## src/hw/rtl/vending_coin_change_controller_assert.svh

```systemverilog
// ----------------------------------------------------------------------------
// Vending coin change controller assertion macros
// Shared concurrent assertion helpers, clocked on clock and idle in reset.
// ----------------------------------------------------------------------------
`ifndef VENDING_COIN_CHANGE_CONTROLLER_ASSERT_SVH
`define VENDING_COIN_CHANGE_CONTROLLER_ASSERT_SVH

// The condition must hold at every clock edge outside reset.
`define VCC_ASSERT_ALWAYS(label, cond, msg) \
   label: assert property (@(posedge clock) disable iff (reset) (cond)) \
      else $error(msg);

// When the trigger holds, the outcome must hold in the next cycle.
`define VCC_ASSERT_NEXT(label, trig, outcome, msg) \
   label: assert property (@(posedge clock) disable iff (reset) (trig) |=> (outcome)) \
      else $error(msg);

`endif

```

## src/hw/rtl/vcc_pkg.sv

```systemverilog
// ----------------------------------------------------------------------------
// Vending coin change controller package
// Field widths, reset values and the request and result payload types.
// ----------------------------------------------------------------------------
`default_nettype none

package vcc_pkg;

   localparam int unsigned UNITS_W     = 4;
   localparam logic [UNITS_W-1:0] PRICE_RESET = 4'd10;

   typedef struct packed {
      logic clear;
      logic coin_100;
      logic coin_200;
      logic coin_500;
      logic refund_request;
      logic buy;
   } req_type;

   typedef struct packed {
      logic               deliver;
      logic               return_100;
      logic               return_200;
      logic               return_500;
      logic [UNITS_W-1:0] balance_units;
   } rsp_type;

endpackage

`default_nettype wire

```

## src/hw/rtl/vcc_channels.sv

```systemverilog
// ----------------------------------------------------------------------------
// Vending coin change controller channels
// Valid/ready channel bundles for requests, results and the price register.
// ----------------------------------------------------------------------------
`default_nettype none

interface vcc_req_if import vcc_pkg::*; ();
   logic valid;
   logic ready;
   logic clear;
   logic coin_100;
   logic coin_200;
   logic coin_500;
   logic refund_request;
   logic buy;

   modport source (output valid, clear, coin_100, coin_200, coin_500, refund_request, buy,
                   input ready);
   modport sink   (input valid, clear, coin_100, coin_200, coin_500, refund_request, buy,
                   output ready);
endinterface

interface vcc_rsp_if import vcc_pkg::*; ();
   logic               valid;
   logic               ready;
   logic               deliver;
   logic               return_100;
   logic               return_200;
   logic               return_500;
   logic [UNITS_W-1:0] balance_units;

   modport source (output valid, deliver, return_100, return_200, return_500, balance_units,
                   input ready);
   modport sink   (input valid, deliver, return_100, return_200, return_500, balance_units,
                   output ready);
endinterface

interface vcc_csr_if import vcc_pkg::*; ();
   logic               valid;
   logic               ready;
   logic [UNITS_W-1:0] data;

   modport source (output valid, data, input ready);
   modport sink   (input valid, data, output ready);
endinterface

`default_nettype wire

```

## src/hw/rtl/vcc_core.sv

```systemverilog
// ----------------------------------------------------------------------------
// Vending coin change controller core
// Phase, balance and change registers with the next-state logic of one request.
// ----------------------------------------------------------------------------
`default_nettype none

`include "vending_coin_change_controller_assert.svh"

module vcc_core import vcc_pkg::*; (
   input  wire logic               clock,
   input  wire logic               reset,
   input  wire logic               req_accept,
   input  wire req_type            req,
   input  wire logic [UNITS_W-1:0] price,
   output rsp_type                 result
);

   typedef enum logic [2:0] {
      PH_COLLECT = 3'd0,
      PH_FULL    = 3'd1,
      PH_DELIVER = 3'd2,
      PH_PAY     = 3'd3,
      PH_Q1      = 3'd4,
      PH_Q2      = 3'd5,
      PH_Q5      = 3'd6
   } phase_type;

   phase_type          phase_ff, phase_in;
   logic [UNITS_W-1:0] balance_ff, balance_in;
   logic [UNITS_W-1:0] left_ff, left_in;
   logic               by_request_ff, by_request_in;

   logic [UNITS_W-1:0] coin_sum;
   logic [UNITS_W:0]   total;
   logic [UNITS_W:0]   excess;
   logic               refund_ok;

   assign coin_sum = {3'b000, req.coin_100} + {2'b00, req.coin_200, 1'b0}
                   + (req.coin_500 ? 4'd5 : 4'd0);
   assign total    = {1'b0, balance_ff} + {1'b0, coin_sum};
   assign excess   = total - {1'b0, price};

   // A refund is honoured only while coins are being taken, not while paying out.
   assign refund_ok = (phase_ff != PH_DELIVER) && (phase_ff != PH_PAY) &&
                      (phase_ff != PH_Q1) && (phase_ff != PH_Q2) && (phase_ff != PH_Q5);

   always_comb begin
      phase_in      = phase_ff;
      balance_in    = balance_ff;
      left_in       = left_ff;
      by_request_in = by_request_ff;
      if (req.clear) begin
         phase_in      = PH_COLLECT;
         balance_in    = '0;
         left_in       = '0;
         by_request_in = 1'b0;
      end else if (req.refund_request && refund_ok && (balance_ff != '0)) begin
         left_in       = balance_ff;
         by_request_in = 1'b1;
         phase_in      = PH_PAY;
      end else begin
         unique case (phase_ff)
            PH_FULL: begin
               if (req.buy) begin
                  balance_in = '0;
                  phase_in   = PH_DELIVER;
               end else if (coin_sum != '0) begin
                  left_in       = coin_sum;
                  by_request_in = 1'b0;
                  phase_in      = PH_PAY;
               end
            end
            PH_PAY: begin
               // Greedy payout: largest coin that still fits.
               priority if (left_ff >= 4'd5) begin
                  left_in  = left_ff - 4'd5;
                  phase_in = PH_Q5;
               end else if (left_ff >= 4'd2) begin
                  left_in  = left_ff - 4'd2;
                  phase_in = PH_Q2;
               end else if (left_ff >= 4'd1) begin
                  left_in  = left_ff - 4'd1;
                  phase_in = PH_Q1;
               end else if (by_request_ff) begin
                  balance_in    = '0;
                  by_request_in = 1'b0;
                  phase_in      = PH_COLLECT;
               end else begin
                  phase_in = PH_FULL;
               end
            end
            PH_Q1, PH_Q2, PH_Q5: begin
               phase_in = PH_PAY;
            end
            PH_DELIVER: begin
               phase_in = PH_COLLECT;
            end
            default: begin
               phase_in = PH_COLLECT;
               if (coin_sum != '0) begin
                  if (total > {1'b0, price}) begin
                     left_in       = excess[UNITS_W] ? 4'd15 : excess[UNITS_W-1:0];
                     balance_in    = price;
                     by_request_in = 1'b0;
                     phase_in      = PH_PAY;
                  end else begin
                     balance_in = total[UNITS_W-1:0];
                     if (total == {1'b0, price}) begin
                        phase_in = PH_FULL;
                     end
                  end
               end
            end
         endcase
      end
   end

   always_ff @(posedge clock) begin
      if (reset) begin
         phase_ff      <= PH_COLLECT;
         balance_ff    <= '0;
         left_ff       <= '0;
         by_request_ff <= 1'b0;
      end else if (req_accept) begin
         phase_ff      <= phase_in;
         balance_ff    <= balance_in;
         left_ff       <= left_in;
         by_request_ff <= by_request_in;
      end
   end

   // The result reflects the state after the request.
   assign result.deliver       = (phase_in == PH_DELIVER);
   assign result.return_100    = (phase_in == PH_Q1);
   assign result.return_200    = (phase_in == PH_Q2);
   assign result.return_500    = (phase_in == PH_Q5);
   assign result.balance_units = balance_in;

   `VCC_ASSERT_NEXT(a_clear_empties, req_accept && req.clear,
                    (balance_ff == '0) && (left_ff == '0) && (phase_ff == PH_COLLECT),
                    "clear did not empty the controller")
   `VCC_ASSERT_ALWAYS(a_change_only_paying,
                      (left_ff == '0) || (phase_ff == PH_PAY) || (phase_ff == PH_Q1) ||
                      (phase_ff == PH_Q2) || (phase_ff == PH_Q5),
                      "change pending outside the payout phases")
   `VCC_ASSERT_ALWAYS(a_deliver_empty, (phase_ff != PH_DELIVER) || (balance_ff == '0),
                      "balance left after delivery")

endmodule

`default_nettype wire

```

## src/hw/rtl/vcc_out_buf.sv

```systemverilog
// ----------------------------------------------------------------------------
// Vending coin change controller result buffer
// Two-entry output register with skid stage between core and result channel.
// ----------------------------------------------------------------------------
`default_nettype none

`include "vending_coin_change_controller_assert.svh"

module vcc_out_buf import vcc_pkg::*; (
   input  wire logic    clock,
   input  wire logic    reset,
   input  wire logic    in_valid,
   output logic         in_ready,
   input  wire rsp_type in_data,
   output logic         out_valid,
   input  wire logic    out_ready,
   output rsp_type      out_data
);

   logic    main_valid_ff, skid_valid_ff;
   rsp_type main_ff, skid_ff;
   logic    push, pop;

   assign in_ready  = !skid_valid_ff;
   assign push      = in_valid && in_ready;
   assign pop       = main_valid_ff && out_ready;
   assign out_valid = main_valid_ff;
   assign out_data  = main_ff;

   always_ff @(posedge clock) begin
      if (reset) begin
         main_valid_ff <= 1'b0;
         skid_valid_ff <= 1'b0;
      end else if (skid_valid_ff) begin
         if (pop) begin
            main_ff       <= skid_ff;
            skid_valid_ff <= 1'b0;
         end
      end else if (push) begin
         if (!main_valid_ff || pop) begin
            main_ff       <= in_data;
            main_valid_ff <= 1'b1;
         end else begin
            // The result channel is stalled: park the request in the skid stage.
            skid_ff       <= in_data;
            skid_valid_ff <= 1'b1;
         end
      end else if (pop) begin
         main_valid_ff <= 1'b0;
      end
   end

   `VCC_ASSERT_ALWAYS(a_skid_behind_main, !skid_valid_ff || main_valid_ff,
                      "skid stage holds a result while the output register is empty")
   `VCC_ASSERT_NEXT(a_stall_parks, push && main_valid_ff && !out_ready, skid_valid_ff,
                    "stalled result not parked in the skid stage")
   `VCC_ASSERT_NEXT(a_idle_drains, !push && !skid_valid_ff && (pop || !main_valid_ff),
                    !main_valid_ff, "output register kept a delivered result")

endmodule

`default_nettype wire

```

## src/hw/rtl/vending_coin_change_controller.sv

```systemverilog
// ----------------------------------------------------------------------------
// Vending coin change controller
// Coin collection, purchase, refund and greedy change payout, one request a cycle.
// Each result is registered in the output buffer and offered on the result channel.
// Throughput: one request per cycle unless the buffer is full; single registered update.
// A two-entry output buffer keeps requests flowing while one result waits to be taken.
// Reset (synchronous): empty balance, collecting, no change pending, price of 10 units.
// ----------------------------------------------------------------------------
`default_nettype none

module vending_coin_change_controller import vcc_pkg::*; (
   input  wire logic clock,
   input  wire logic reset,
   vcc_req_if.sink   req_ch,
   vcc_rsp_if.source rsp_ch,
   vcc_csr_if.sink   csr_ch
);

   logic [UNITS_W-1:0] price_ff;
   logic               req_accept;
   logic               buf_ready;
   req_type            req;
   rsp_type            core_result;
   rsp_type            buf_result;

   assign csr_ch.ready = 1'b1;

   always_ff @(posedge clock) begin
      if (reset) begin
         price_ff <= PRICE_RESET;
      end else if (csr_ch.valid) begin
         price_ff <= csr_ch.data;
      end
   end

   assign req.clear          = req_ch.clear;
   assign req.coin_100       = req_ch.coin_100;
   assign req.coin_200       = req_ch.coin_200;
   assign req.coin_500       = req_ch.coin_500;
   assign req.refund_request = req_ch.refund_request;
   assign req.buy            = req_ch.buy;

   assign req_ch.ready = buf_ready;
   assign req_accept   = req_ch.valid && buf_ready;

   vcc_core u_core (
      .clock      (clock),
      .reset      (reset),
      .req_accept (req_accept),
      .req        (req),
      .price      (price_ff),
      .result     (core_result)
   );

   vcc_out_buf u_out_buf (
      .clock     (clock),
      .reset     (reset),
      .in_valid  (req_ch.valid),
      .in_ready  (buf_ready),
      .in_data   (core_result),
      .out_valid (rsp_ch.valid),
      .out_ready (rsp_ch.ready),
      .out_data  (buf_result)
   );

   assign rsp_ch.deliver       = buf_result.deliver;
   assign rsp_ch.return_100    = buf_result.return_100;
   assign rsp_ch.return_200    = buf_result.return_200;
   assign rsp_ch.return_500    = buf_result.return_500;
   assign rsp_ch.balance_units = buf_result.balance_units;

endmodule

`default_nettype wire

```

## src/flat_wrapper.sv

```systemverilog
// flat-port wrapper written by rule: the top's interface ports become plain ports
module vending_coin_change_controller_flat import vcc_pkg::*;
  (clock, reset, req_ch_valid, req_ch_clear, req_ch_coin_100, req_ch_coin_200, req_ch_coin_500, req_ch_refund_request, req_ch_buy, req_ch_ready, rsp_ch_valid, rsp_ch_deliver, rsp_ch_return_100, rsp_ch_return_200, rsp_ch_return_500, rsp_ch_balance_units, rsp_ch_ready, csr_ch_valid, csr_ch_data, csr_ch_ready);
  vcc_req_if req_ch_i ();
  vcc_rsp_if rsp_ch_i ();
  vcc_csr_if csr_ch_i ();
  input  wire logic clock;
  input  wire logic reset;
  input wire logic [$bits(req_ch_i.valid)-1:0] req_ch_valid;
  input wire logic [$bits(req_ch_i.clear)-1:0] req_ch_clear;
  input wire logic [$bits(req_ch_i.coin_100)-1:0] req_ch_coin_100;
  input wire logic [$bits(req_ch_i.coin_200)-1:0] req_ch_coin_200;
  input wire logic [$bits(req_ch_i.coin_500)-1:0] req_ch_coin_500;
  input wire logic [$bits(req_ch_i.refund_request)-1:0] req_ch_refund_request;
  input wire logic [$bits(req_ch_i.buy)-1:0] req_ch_buy;
  output wire logic [$bits(req_ch_i.ready)-1:0] req_ch_ready;
  output wire logic [$bits(rsp_ch_i.valid)-1:0] rsp_ch_valid;
  output wire logic [$bits(rsp_ch_i.deliver)-1:0] rsp_ch_deliver;
  output wire logic [$bits(rsp_ch_i.return_100)-1:0] rsp_ch_return_100;
  output wire logic [$bits(rsp_ch_i.return_200)-1:0] rsp_ch_return_200;
  output wire logic [$bits(rsp_ch_i.return_500)-1:0] rsp_ch_return_500;
  output wire logic [$bits(rsp_ch_i.balance_units)-1:0] rsp_ch_balance_units;
  input wire logic [$bits(rsp_ch_i.ready)-1:0] rsp_ch_ready;
  input wire logic [$bits(csr_ch_i.valid)-1:0] csr_ch_valid;
  input wire logic [$bits(csr_ch_i.data)-1:0] csr_ch_data;
  output wire logic [$bits(csr_ch_i.ready)-1:0] csr_ch_ready;
  assign req_ch_i.valid = req_ch_valid;
  assign req_ch_i.clear = req_ch_clear;
  assign req_ch_i.coin_100 = req_ch_coin_100;
  assign req_ch_i.coin_200 = req_ch_coin_200;
  assign req_ch_i.coin_500 = req_ch_coin_500;
  assign req_ch_i.refund_request = req_ch_refund_request;
  assign req_ch_i.buy = req_ch_buy;
  assign req_ch_ready = req_ch_i.ready;
  assign rsp_ch_valid = rsp_ch_i.valid;
  assign rsp_ch_deliver = rsp_ch_i.deliver;
  assign rsp_ch_return_100 = rsp_ch_i.return_100;
  assign rsp_ch_return_200 = rsp_ch_i.return_200;
  assign rsp_ch_return_500 = rsp_ch_i.return_500;
  assign rsp_ch_balance_units = rsp_ch_i.balance_units;
  assign rsp_ch_i.ready = rsp_ch_ready;
  assign csr_ch_i.valid = csr_ch_valid;
  assign csr_ch_i.data = csr_ch_data;
  assign csr_ch_ready = csr_ch_i.ready;
  vending_coin_change_controller u_core (.clock(clock), .reset(reset), .req_ch(req_ch_i), .rsp_ch(rsp_ch_i), .csr_ch(csr_ch_i));
endmodule
```

## config.mk

```make
export PLATFORM = sky130hd
export DESIGN_NAME = vending_coin_change_controller_flat
export DESIGN_NICKNAME = d
export VERILOG_FILES = /design/src/hw/rtl/vcc_pkg.sv /design/src/hw/rtl/vcc_channels.sv /design/src/hw/rtl/vcc_core.sv /design/src/hw/rtl/vcc_out_buf.sv /design/src/hw/rtl/vending_coin_change_controller.sv /design/src/flat_wrapper.sv
export VERILOG_INCLUDE_DIRS = /design/src /design/src/hw/rtl
export SDC_FILE = /design/constraint.sdc
export NUM_CORES = 1
export LEC_CHECK = 0
export ABC_AREA = 1
export BUFFER_PORTS_ARGS = -buffer_cell sky130_fd_sc_hd__buf_4
export CORE_UTILIZATION = 49
export DETAILED_ROUTE_END_ITERATION = 12
export GPL_TIMING_DRIVEN = 0
export MAX_ROUTING_LAYER = met4
export PLACE_DENSITY = 0.68
export REMOVE_ABC_BUFFERS = 1
export SYNTH_ARGS = -nofsm -noshare
export SYNTH_HDL_FRONTEND = slang
export SYNTH_SLANG_ARGS = --single-unit
```

## constraint.sdc

```tcl
create_clock -name clock -period 4.1 [get_ports clock]
set_input_delay 0.41 -clock clock [delete_from_list [all_inputs] [get_ports clock]]
set_output_delay 0.41 -clock clock [all_outputs]
set_load 0.05 [all_outputs]
```

==> flow_metrics.py, run 1 <==
metrics = {
    "logic_synthesis": {
        "synth_seq_area_share_pct": 32.35,
        "yosys_register_bits": 34,
        "post_synth.cell_area_avg_um2": 6.949,
        "synth_top_flop_cell": "sky130_fd_sc_hd__dfxtp_1",
        "synth-edff-count": 16,
        "asyncSetResetFlopFracSynth_pct": 0,
        "yosys_synthesis_warning_count": 0,
        "synth.lib_cells_used.distinct": 30,
        "syn_area_mm2": 0.002599,
        "instance_count_of_the_mapped_netlist": 374,
    },
    "critical_path": {
        "critPathKind": "in -> reg",
        "cp_cell_sequence": "buf_4, ha_1, ha_1, inv_1, nand2_1, nand2_1, inv_1, ha_1, a21oi_1, nand2_1, xor2_1, ha_1, nand2_1, nor2_1, nand4_2, nand3_1, nand2_1, nand3_2, nand2_1, nand4_1, nand2_1",
        "worstPathRequired_ns": 4.15,
        "cp_slowest_stage_delay_ns": 0.38,
        "worstSetupEndpointType": "flip-flop",
        "critical-path-top-cell-by-count": "sky130_fd_sc_hd__nand2_1",
        "largest_fanout_on_the_critical_path": 7,
        "slowest_stage": "sky130_fd_sc_hd__ha_1",
        "crit_path_launch_type": "primary input",
        "cp.arrival_ns": 3.30,
    },
    "sta": {
        "final-max-slew-violation-count": 0,
        "fin_hold_ws_ns": 0.3243,
        "worst-slew-pin-transition_ns": 1.019,
        "final.setup.tns_ns": 0,
        "final_hold_violation_count": 0,
        "rsz0062_at_grt": "no",
        "fin_worst_skew_ns": 0.01296,
        "finalCriticalPeriod_ns": 3.251,
        "worst_slew_margin_rel_pct": 31.53,
        "final_min_period_over_clock_period_pct": 79.29,
        "final-setup-viol-count": 0,
        "max_freq_mhz": 307.6,
    },
    "route": {
        "routed.top_layer": "met4",
        "drtPass1Iterations": 4,
        "route.met2.wl_um": 2719,
        "drt_drc_violations_left": 0,
        "route.detailed.vias_per_inst": 5.043,
        "post_drt_wl_per_cell_um": 12.19,
        "via_count": 2370,
        "wl_met1_um": 2715,
        "route.met3.wl_um": 240,
        "detail-route-antenna-nets": 0,
        "drt_wl_total_um": 5728,
        "drt_initial_violations": 124,
    },
    "power": {
        "cellLeakagePower_nw": 1.503,
        "totalPowerFinal_mw": 1.300,
        "cellPowerDensity_mw_per_mm2": 437.0,
        "power.ir.vdd_worst_mv": 0.2243,
    },
    "clock_tree": {
        "clock_tree_from_tritoncts": "built",
        "hold_buffers": 0,
        "clockBufferDepth": 2,
        "htree_num_levels": 2,
        "cts-root-buf": "sky130_fd_sc_hd__clkbuf_8",
        "cts.clk_slew.worst_paths_ns": 0.08,
        "clock_sink_count": 34,
        "clk_latency_ns": 0.30,
        "cts_post_setup_buffers_inserted": 0,
        "cts-buffers-inserted": 5,
        "cts_resized": 0,
    },
    "job": {
        "timing.max_cap.violations": 0,
    },
    "die": {
        "initial_core_util_pct": 50.88,
        "die_width_um": 74.83,
        "core-area_mm2": 0.005107,
        "floorplan.die.height_um": 74.83,
        "core_rows": 26,
        "number_of_primary_i_o_pins": 26,
        "dieArea_mm2": 0.005599,
    },
    "worst_hold_path": {
        "min-delay-path-class": "in -> reg",
    },
    "placement": {
        "dpl.hpwl_um": 4624,
        "port-buffer-count": 24,
        "finalWeightedCongestion": 0.9151,
    },
    "finish": {
        "most_common_library_cell_in_the_layout_ignoring_fill_and_taps": "sky130_fd_sc_hd__nand2_1",
        "antenna_diode_count": 0,
        "relative_area_change_from_synthesis_to_final_layout_pct": 14.49,
        "numnets_final": 435,
        "layout-drive-gt1-share_pct": 15.25,
        "fin_util_pct": 58.26,
        "mostFrequentLayoutCells": "sky130_fd_sc_hd__nand2_1, sky130_fd_sc_hd__inv_1, sky130_fd_sc_hd__nand3_1",
    },
    "grt": {
        "first_pass_grt_wire_length_um": 9915,
        "grtUsageTotal_pct": 24.29,
        "grt_pass1_vias": 2176,
        "global_route.overflow_total": 0,
        "grt_start_max_net_pins": 18,
        "number_of_antenna_violations_at_the_first_check_in_global_routing": 0,
    },
    "outcome": {
        "run_status": "finished clean",
    },
}
[critical path: cells and delay by family]
kind / cells / cell delay [ns]
AO/OA/AOI/OAI: 1 / 0.13
XOR/XNOR: 1 / 0.17
adder cells (fa/ha/maj): 4 / 1.07
buffers and inverters: 3 / 0.26
AND/OR/NAND/NOR: 12 / 1.26
[stage by stage]
step | worst slack (ns) | area, µm² | cells
after global placement | 0.6362 | 2838 | 462
after floorplan | 1.059 | 2570 | 368
after detailed placement | 0.5368 | 2838 | 462
after global routing | 0.6052 | 2975 | 470
final | 0.8490 | 2975 | 470
after CTS | 0.8575 | 2975 | 470
[sequential cells by signal (all words and copies together) (netlist names)]
| name | cells |
|---|---|
| u_core.price_ff | 4 |
| u_core.u_core.balance_ff | 4 |
| u_core.u_core.by_request_ff | 1 |
| u_core.u_core.left_ff | 4 |
| u_core.u_core.phase_ff | 3 |
| u_core.u_out_buf.out_data | 8 |
| u_core.u_out_buf.out_valid | 1 |
| u_core.u_out_buf.skid_ff | 8 |
| u_core.u_out_buf.skid_valid_ff | 1 |
[power by group]
group	switching [mW]	internal, mW
Clock	0.143	0.244
Sequential	0.0250	0.385
Combinational	0.331	0.172
[path summary, 6_finish.rpt]
| check | slack (ns) | end | startpoint | cells past startpoint |
|---|---|---|---|---|
| worst max-delay path | 0.85 | u_core.u_out_buf.out_data[6] | req_ch_coin_500 | 21 |
| worst min-delay path | 0.32 | u_core.price_ff[1] | csr_ch_data[1] | 3 |
| worst max register to register | 1.23 | u_core.u_out_buf.out_data[6] | u_core.u_core.balance_ff[0] | 13 |
| worst min register to register | 0.48 | u_core.u_core.by_request_ff | u_core.u_core.by_request_ff | 2 |
[metal layers]
layer	vias up	global-route usage, %
met5	-	-
li1	1247	-
met3	6	3.347
met4	0	5.451
met1	1068	31.87
met2	49	39.74
[cell families after synthesis]
group | Yosys count | synth area share, %
simple gates | 190 | 34.28
buf+inv | 71 | 10.69
compound gates | 53 | 10.50
flops | 34 | 32.35
fa+ha+maj | 21 | 10.69
xor+xnor | 4 | 1.348
other cells | 1 | 0.1443
[synth_stat cells (2+ instances only)]
library cell / n / share of area (%)
sky130_fd_sc_hd__ha_1: 19 / 9.1
sky130_fd_sc_hd__a21oi_2: 2 / 0.67
sky130_fd_sc_hd__nand3b_1: 2 / 0.58
sky130_fd_sc_hd__nand2_4: 2 / 0.87
sky130_fd_sc_hd__o21ai_0: 20 / 3.9
sky130_fd_sc_hd__fa_1: 2 / 1.5
sky130_fd_sc_hd__inv_2: 8 / 1.2
sky130_fd_sc_hd__a21oi_1: 24 / 4.6
sky130_fd_sc_hd__nor2_4: 3 / 1.3
sky130_fd_sc_hd__nand3_1: 34 / 6.5
sky130_fd_sc_hd__nand3_2: 7 / 2.7
sky130_fd_sc_hd__nand2_1: 107 / 15
sky130_fd_sc_hd__xnor2_1: 2 / 0.67
sky130_fd_sc_hd__xor2_1: 2 / 0.67
sky130_fd_sc_hd__dfxtp_1: 18 / 14
sky130_fd_sc_hd__nor3_1: 3 / 0.58
sky130_fd_sc_hd__nand4_1: 4 / 0.96
sky130_fd_sc_hd__nor2_1: 22 / 3.2
sky130_fd_sc_hd__inv_1: 56 / 8.1
sky130_fd_sc_hd__clkbuf_1: 3 / 0.43
sky130_fd_sc_hd__buf_2: 2 / 0.39
sky130_fd_sc_hd__nand2_2: 3 / 0.72
sky130_fd_sc_hd__edfxtp_1: 16 / 18
sky130_fd_sc_hd__o21ai_1: 7 / 1.3
[cell type report]
class | count | area, µm²
Tap cell | 70 | 87.58
Inverter | 65 | 249.0
Clock inverter | 3 | 68.82
Sequential cell | 34 | 840.8
Multi-Input combinational cell | 269 | 1480
Fill cell | 497 | 2132
Timing Repair Buffer | 24 | 180.2
Clock buffer | 5 | 68.82
(Power assumes the default switching activity.)
==> run 2: changes to the inputs <==
--- a/config.mk
+++ b/config.mk
@@ -12,7 +12,7 @@
 export DETAILED_ROUTE_END_ITERATION = 12
 export GPL_TIMING_DRIVEN = 0
 export MAX_ROUTING_LAYER = met4
-export PLACE_DENSITY = 0.68
+export PLACE_DENSITY = 0.71
 export REMOVE_ABC_BUFFERS = 1
 export SYNTH_ARGS = -nofsm -noshare
 export SYNTH_HDL_FRONTEND = slang
==> constraint.sdc (replaced) <==
create_clock -name clock -period 2.7 [get_ports clock]
set_input_delay 0.27 -clock clock [delete_from_list [all_inputs] [get_ports clock]]
set_output_delay 0.27 -clock clock [all_outputs]
set_load 0.05 [all_outputs]
==> run 2 against run 1 <==
The run now ends with negative setup slack left. Sequential power is 53% higher. Cell count increased by 2.6%. Clock power fell by 6.7%. Die area unchanged. Sequential share of layout area is 2.7 points lower. Critical path type unchanged. Global-route usage down 1.4 points.
==> flow_metrics.py, run 2 (synthesis results as in run 1) <==
metrics = {
    "outcome": {
        "run_status": "complete, but fails checks",
        "violated_checks": "negative setup slack",
    },
    "sta": {
        "worst_slew_margin_rel_pct": 50.85,
        "finalCriticalPeriod_ns": 2.773,
        "max_freq_mhz": 360.6,
        "final_hold_violation_count": 0,
        "final_min_period_over_clock_period_pct": 102.7,
        "fin_worst_skew_ns": 0.009025,
        "final-max-slew-violation-count": 0,
        "rsz0062_at_grt": "yes",
        "final-setup-viol-count": 11,
        "setup_ws_ns": -0.07303,
        "final.setup.tns_ns": -0.3392,
        "worst-slew-pin-transition_ns": 0.7345,
    },
    "power": {
        "cellLeakagePower_nw": 1.588,
        "power.ir.vdd_worst_mv": 0.4421,
        "totalPowerFinal_mw": 1.984,
        "cellPowerDensity_mw_per_mm2": 602.4,
    },
    "critical_path": {
        "slowest_stage": "sky130_fd_sc_hd__ha_1",
        "worstPathRequired_ns": 2.84,
        "cp_slowest_stage_delay_ns": 0.33,
        "path_depth": 22,
        "worstRegToRegCells": 14,
        "worstSetupEndpointType": "flip-flop",
        "critical-path-top-cell-by-count": "sky130_fd_sc_hd__nand2_2",
        "worst_path_dominant_cell_family": "simple AND/OR/NAND/NOR gates",
        "largest_fanout_on_the_critical_path": 7,
        "critPathKind": "in -> reg",
        "cp.arrival_ns": 2.91,
        "crit_path_launch_type": "primary input",
        "cp_cell_sequence": "buf_8, ha_4, ha_4, inv_2, nand2_2, nand2_4, inv_6, ha_4, a21oi_2, nand2_2, xor2_2, ha_1, nand2_1, nor2_2, nand4_4, nand2_4, nand2_2, nand3_2, nand2_1, nand2_1, nand2_2, o21ai_2",
        "crit_buf_inv": 3,
    },
    "clock_tree": {
        "cts-buffers-inserted": 5,
        "clk_latency_ns": 0.29,
        "htree_num_levels": 2,
        "clock_tree_from_tritoncts": "built",
        "hold_buffers": 0,
        "cts-root-buf": "sky130_fd_sc_hd__clkbuf_8",
        "clockBufferDepth": 2,
        "clock_sink_count": 34,
        "cts.clk_slew.worst_paths_ns": 0.06,
    },
    "die": {
        "die_width_um": 74.83,
        "initial_core_util_pct": 50.88,
        "dieArea_mm2": 0.005599,
        "number_of_primary_i_o_pins": 26,
        "core_rows": 26,
        "floorplan.die.height_um": 74.83,
        "core-area_mm2": 0.005107,
    },
    "finish": {
        "layout-drive-gt1-share_pct": 28.16,
        "antenna_diode_count": 0,
        "fin_util_pct": 64.48,
        "layout_filler_cell_count": 433,
        "relative_area_change_from_synthesis_to_final_layout_pct": 26.72,
        "numnets_final": 447,
        "most_common_library_cell_in_the_layout_ignoring_fill_and_taps": "sky130_fd_sc_hd__nand2_1",
        "mostFrequentLayoutCells": "sky130_fd_sc_hd__nand2_1, sky130_fd_sc_hd__inv_1, sky130_fd_sc_hd__buf_4",
    },
    "route": {
        "drtPass1Iterations": 4,
        "via_count": 2484,
        "route.detailed.vias_per_inst": 5.154,
        "drt_initial_violations": 162,
        "detail-route-antenna-nets": 0,
        "drt_drc_violations_left": 0,
        "drt_wl_total_um": 6306,
        "post_drt_wl_per_cell_um": 13.08,
    },
    "grt": {
        "number_of_antenna_violations_at_the_first_check_in_global_routing": 0,
        "first_pass_grt_wire_length_um": 9321,
        "grtUsageTotal_pct": 22.89,
        "grt_pass1_vias": 2134,
        "global_route.overflow_total": 0,
        "grt_start_max_net_pins": 18,
    },
    "placement": {
        "port-buffer-count": 24,
        "pre_cts_setup_slack_ns": -0.6428,
        "dpl.hpwl_um": 4470,
        "finalWeightedCongestion": 0.8854,
    },
    "worst_hold_path": {
        "min-delay-path-class": "in -> reg",
        "hold_path_depth": 3,
    },
    "job": {
        "timing.max_cap.violations": 0,
    },
}
-- run 2: what timing repair did --
action,4_1_cts,5_1_grt
endpoints found under the setup margin,27,34
pin swaps,16,24
buffers inserted,5,7
gates resized for setup,25,36
-- run 2: area by class of cell --
| class | count | area, µm² | share of cell area (%) |
|---|---|---|---|
| flip-flops and latches | 34 | 842.1 | 25.57 |
| repair buffers | 36 | 297.8 | 9.043 |
| multi-input cells | 269 | 1729 | 52.51 |
| inverters | 65 | 254.0 | 7.713 |
| well taps | 70 | 87.58 | 2.660 |
| clock buffers | 6 | 72.57 | 2.204 |
| clock inverters | 2 | 10.01 | 0.3040 |
-- run 2: tightest hold or removal path, cell delays in order --
cell and delay (ns):
sky130_fd_sc_hd__buf_4 0.08, sky130_fd_sc_hd__a21oi_1 0.04, sky130_fd_sc_hd__o21ai_0 0.05
-- run 2: power by group --
group	internal [mW]	total, mW	switching, mW
Sequential	0.586	0.628	0.0421
Clock	0.178	0.361	0.183
Combinational	0.382	0.995	0.613
Total	1.15	1.98	0.838
-- run 2: through the flow --
stage,hold slack (ns),cell area (µm²),instances
2_1_floorplan,0.3391,2570,368
3_3_place_gp,0.4522,2838,462
3_5_place_dp,0.4602,2838,462
4_1_cts,0.1905,3067,475
5_1_grt,0.2225,3293,482
6_report,0.1912,3293,482
-- run 2: path summary, 6_finish.rpt --
| kind | start | to | slack (ns) |
|---|---|---|---|
| max | req_ch_coin_500 | u_core.u_out_buf.out_data[2] | -0.07 |
| min | csr_ch_data[1] | u_core.price_ff[1] | 0.19 |
| max reg2reg | u_core.u_core.balance_ff[0] | u_core.u_out_buf.out_data[2] | -0.01 |
| min reg2reg | u_core.u_core.by_request_ff | u_core.u_core.by_request_ff | 0.47 |
-- run 2: routing by layer --
layer	global-route usage, %	wire [µm]
met5	-	0
met4	9.224	160
met3	4.552	200
met2	36.54	3008
met1	28.40	2937
